**src/wave_sum_uv_warp_defines.svh**
```systemverilog
// ----------------------------------------------------------------------------
// wave_sum_uv_warp_defines
// assertion macros shared by the wave uv warp rtl
// ----------------------------------------------------------------------------
`ifndef WAVE_SUM_UV_WARP_DEFINES_SVH
`define WAVE_SUM_UV_WARP_DEFINES_SVH

// check on every clock edge outside reset
`define WSUV_ASSERT(lbl, clk, rst_n, prop) \
  lbl: assert property (@(posedge clk) disable iff (!rst_n) prop) \
    else $error("wave_sum_uv_warp: check failed");

// check on the clock edge after one that sees reset asserted
`define WSUV_ASSERT_IN_RESET(lbl, clk, rst_n, prop) \
  lbl: assert property (@(posedge clk) !rst_n |=> prop) \
    else $error("wave_sum_uv_warp: reset check failed");

`endif

```
**src/wsuv_ram.sv**
```systemverilog
// ----------------------------------------------------------------------------
// wsuv_ram
// generic single write port ram with one registered read port
// ----------------------------------------------------------------------------
`timescale 1ns / 1ps
`default_nettype none

module wsuv_ram #(
  parameter int unsigned WIDTH = 16,
  parameter int unsigned DEPTH = 256
) (
  input  logic                     clk_i,
  input  logic                     we_i,
  input  logic [$clog2(DEPTH)-1:0] waddr_i,
  input  logic [WIDTH-1:0]         wdata_i,
  input  logic [$clog2(DEPTH)-1:0] raddr_i,
  output logic [WIDTH-1:0]         rdata_o
);

  logic [WIDTH-1:0] mem_q [DEPTH];

  always_ff @(posedge clk_i) begin
    if (we_i) begin
      mem_q[waddr_i] <= wdata_i;
    end
    rdata_o <= mem_q[raddr_i];
  end

endmodule

`default_nettype wire

```
**config.mk**
```make
export PLATFORM = sky130hd
export DESIGN_NAME = wsuv_ram
export DESIGN_NICKNAME = d
export VERILOG_FILES = /design/src/wave_sum_uv_warp_defines.svh /design/src/wsuv_ram.sv
export SDC_FILE = /design/constraint.sdc
export NUM_CORES = 2
export LEC_CHECK = 0
export BUFFER_PORTS_ARGS = -buffer_cell sky130_fd_sc_hd__buf_2
export CAP_MARGIN = 10
export CORE_ASPECT_RATIO = 0.5
export CORE_MARGIN = 2
export CORE_UTILIZATION = 45
export DETAILED_ROUTE_END_ITERATION = 8
export PLACE_DENSITY = 0.58
export SLEW_MARGIN = 20
export SYNTH_ARGS = -nofsm -noshare
export SYNTH_HDL_FRONTEND = slang
export SYNTH_SLANG_ARGS = --single-unit
```
**constraint.sdc**
```tcl
create_clock -name clk_i -period 4.94 [get_ports clk_i]
set_clock_uncertainty 0.15 [all_clocks]
set_input_delay 0.247 -clock clk_i [delete_from_list [all_inputs] [get_ports clk_i]]
set_output_delay 0.247 -clock clk_i [all_outputs]
set_load 0.05 [all_outputs]
```
[Word level (Yosys, flattened, before mapping)]
Memory sizes are Yosys's and may differ from the RTL's. A register that Yosys moved wholly into a read port is not among the register bits.
Cells that the tools add are included.
Operators by class
  magnitude comparators: 0
  reductions and logical operators: 0
  shift operators: 0
  equal/unequal tests: 0
  bitwise gates (word level): 0
  div/mod/pow operators: 0
  multiplexer cells: 2
  add/sub/neg operators: 0
  multipliers: 0
Operators with widths (count)
  $mux W1: 2
Storage, ports and cells
  bits in latches: 0
  register bits: 0
  output and inout bits: 16
  ROM bits: 0
  logic and storage cells: 3
  memory bits (writable): 4096
  memories kept: 1
Memory list
  mem_q: depth 256, width 16, rd ports 1, clocked after memory_dff 1, wr ports 1, line wsuv_ram.sv:20  | logic [WIDTH-1:0] mem_q [DEPTH];

[Depth between registers and ports, before layout]
  depth after elaboration: 2
  gate-level depth with buffers: 12

[Worst setup path after synthesis]
OpenSTA, ideal clock, no wires.
  path kind: input -> register
  from: input port waddr_i[3]
  to: memory mem_q[235][0], enable pin
  buffers on the path: 3
  setup time: 0.388 ns
  setup slack: 2.378 ns
  cell stages on the path: 6
  arrival: 2.024 ns
  path through: clkbuf_1 -> nor2b_1 -> clkbuf_1 -> nand4_1 -> clkbuf_1 -> nor2_1
RTL lines
  start, declared: line wsuv_ram.sv:14  | input logic [$clog2(DEPTH)-1:0] waddr_i,
  end, declared: line wsuv_ram.sv:20
No word-level cell before the write port.

==> impl_metrics.tcl <==
set metrics [dict create \
    floorplan.initialDensity_pct 45.13 \
    die_area_um2 357800 \
    worst-setup-path-type "in -> reg" \
    cts_tree "yes" \
    synth_cell_types 52 \
    numClockSinks 4112 \
    synth_top_family_by_area "multiplexers" \
    first_global_vias 76402 \
    fin_tns_setup_ns 0 \
    critical_path.n_buffers_inverters 4 \
    final_min_period_over_clock_period_pct 77.64 \
    mostFrequentLayoutCell "edfxtp_1" \
    timing.critical_path.fanout_max 33 \
    cts.clk_slew.worst_paths_ns 0.07 \
    mapped_area_um2 158700 \
    gp_congestion 0.8836 \
    critical_path.slowest_cell "a22oi_1" \
    period_needed_ns 3.835 \
    port-buffer-count 49 \
    antenna_found_initial 27 \
    post-dp-hpwl_mm 260.7 \
    synth-edff-count 4096 \
    number_of_hold_violations_in_the_final_report 0 \
    timing.max_cap.violations 0 \
    gr-total-overflow 0 \
    grt_usage_pct 24.07 \
    post_synth_inst_count 7360 \
    drtAntennaViolNets 0 \
    cts_made_buffers 368 \
    route.detailed.vias_per_inst 6.175 \
    synth_seq_area_share_pct 77.70 \
    p_per_area_nw_per_um2 394.5 \
    cts.path.max_buffers 4 \
    design.core.area_um2 351700 \
    post_cts_resize_count 0 \
    muxShareOfSynthArea_pct 15.50 \
    max_freq_ghz 0.2607 \
    tightestPinTransition_ns 1.395 \
    detail_route.wirelength_mm 437.0 \
    detail_route.first_pass.iterations 6 \
    min_path_type "in -> reg" \
    finalWorstSetupSlack_ns 1.105 \
    cp_data_arrival_time_ns 4.49 \
    peakVddDrop_uv 277.6 \
    clock_tree.htree_level_count 5 \
    yosys_warnings 0 \
    ys_async_sr_fraction_pct 0 \
    p_leak_nw 56.59 \
    placement.setup.worst_slack_ns 0.6482 \
    synth_fp_nets 7394 \
    top_level_i_o_count 50 \
    register_area_um2 123300 \
    dieWidth_um 843.9 \
    commonest_non_fill_non_tap_cells_in_the_layout "4096 x edfxtp_1, 797 x mux4_2, 565 x mux2i_1" \
    die_height_um 423.9 \
    design.final.nets 7905 \
    synth_fa_ha_area_share_pct 0 \
    utilization_pct 51.03 \
    detailroute.via_count 79421 \
    cts.root.buffer_cell "clkbuf_16" \
    max_slew_headroom_at_the_worst_pin_pct 6.973 \
    yosys.area_share.simple_pct 1.574 \
    synth-compound-area-share_pct 3.537 \
    layout-drive-gt1-share_pct 25.82 \
    first_iter_violations 10664 \
    yosys_most_used_dff "edfxtp_1" \
    synthXorXnorAreaFrac_pct 0 \
    multi_input_combinational_cell_area_um2 33200 \
    grt_max_degree 150 \
    critical_path.cell_chain "dlygate4sd3_1 > buf_8 > or2_4 > buf_12 > buf_4 > o22ai_1 > mux2i_1 > a22oi_1 > nand4_1 > nor4_1" \
    grt_first_pass_wirelength_mm 609.9 \
    outcome "finished, final reports clean" \
    ys_ff_latch 4112 \
    fill_cells 27512 \
    row_count 154 \
    clk_latency_ns 0.95 \
    area_growth_pct 13.07 \
    synthesis.area_per_instance_um2 21.56 \
    rsz_0062_raised_after_global_routing "false" \
    startpoint_type "input port" \
    timing.critical_path.max_delay_family "simple AND/OR/NAND/NOR gates" \
    timing.critical_path.to_type "flip-flop" \
    drc 0 \
    slew_viols_final 0 \
    wl_per_cell_um 33.98 \
    finalSetupViolations 0 \
    longest_individual_stage_delay_on_the_worst_path_ns 0.62 \
    required_worst_endpoint_ns 5.59 \
]
## logic make-up after synthesis
family / count (synthesis)
buf+inv: 456
simple gates: 556
compound gates: 786
mux: 1450
flops: 4112
## metrics by stage
step	cell area (um2)	power, mW	instances	hold slack (ns)
after floorplan	158700	41.21	7360	0.1959
after global placement	167400	43.05	12153	0.4788
after detailed placement	167500	43.09	12155	0.4785
after CTS	179400	71.24	12844	0.0007777
after global routing	179400	72.76	12849	0.05443
final	179500	70.79	12861	0.07829
## Yosys cell counts, types with 2 or more instances
cell	n	area share, %
a2111oi_0	6	0.033
a211oi_1	18	0.085
a21o_1	2	0.0095
a21oi_1	175	0.55
a221oi_1	28	0.15
a22o_1	32	0.18
a22oi_1	43	0.20
a31oi_1	6	0.024
and3_1	11	0.043
and4_1	2	0.011
buf_1	27	0.064
buf_12	5	0.063
buf_2	76	0.24
buf_4	26	0.12
buf_6	77	0.55
buf_8	11	0.10
clkbuf_1	230	0.54
dfxtp_1	16	0.20
edfxtp_1	4096	77
inv_1	3	0.0071
mux2_2	88	0.62
mux2i_1	565	3.6
mux4_2	797	11
nand2_1	38	0.090
nand2b_1	3	0.012
nand3_1	35	0.11
nand4_1	26	0.10
nand4b_1	3	0.017
nor2_1	304	0.72
nor2b_1	9	0.035
nor3_1	92	0.29
nor4_1	17	0.067
nor4bb_1	2	0.013
o21ai_0	37	0.12
o221ai_1	252	1.4
o22ai_1	148	0.58
o31ai_1	16	0.076
o32ai_1	20	0.11
or2_2	4	0.016
or3_1	2	0.0079
## worst paths after layout
check / startpoint / end / slack [ns] / depth (start not counted)
max: raddr_i[2] / rdata_o[7]$_DFF_P_ / 1.10 / 10
max reg2reg: mem_q[143][1]$_DFFE_PP_ / rdata_o[1]$_DFF_P_ / 1.63 / 7
min reg2reg: mem_q[234][0]$_DFFE_PP_ / rdata_o[0]$_DFF_P_ / 0.92 / 6
min: waddr_i[5] / mem_q[255][3]$_DFFE_PP_ / 0.08 / 4
## state kept, by name, summed over array words and instances, names as in the netlist
name,count
mem_q,4096
rdata_o,16
## metal layers
metal	up-vias	GRT usage (%)	routed length [um]
met5	-	0	78
met4	12	6.640	13110
met3	575	4.860	39960
met2	3685	35.49	194000
met1	42829	36.78	189900
li1	32320	-	-
## repair_timing
action                                  4_1_cts  5_1_grt
setup buffers                                 0        0
endpoints found under the setup margin        0        0
hold buffers                                 25        0
endpoints found under the hold margin      1606        0
## area by class of cell
type,count,share of cell area (%)
Clock buffer,452,5.378
Sequential cell,4112,68.72
Clock inverter,212,1.113
Multi-Input combinational cell,2792,18.50
Tap cell,4680,3.263
Timing Repair Buffer,593,2.992
Antenna cell,16,0.02231
Inverter,4,0.01534
## power breakdown
part,internal (mW),switching [mW]
logic,1.26,2.55
registers,38.4,0.0816
clock network,15.7,12.8
## worst reg2reg max path: stages (launching register included)
cell and delay, ns:
edfxtp_1 0.37, mux4_2 0.47, mux2_2 0.30, a221oi_1 0.75, o31ai_1 0.28, buf_4 0.23
o32ai_1 0.50, nor4_1 0.14
(Power assumes the default switching activity.)
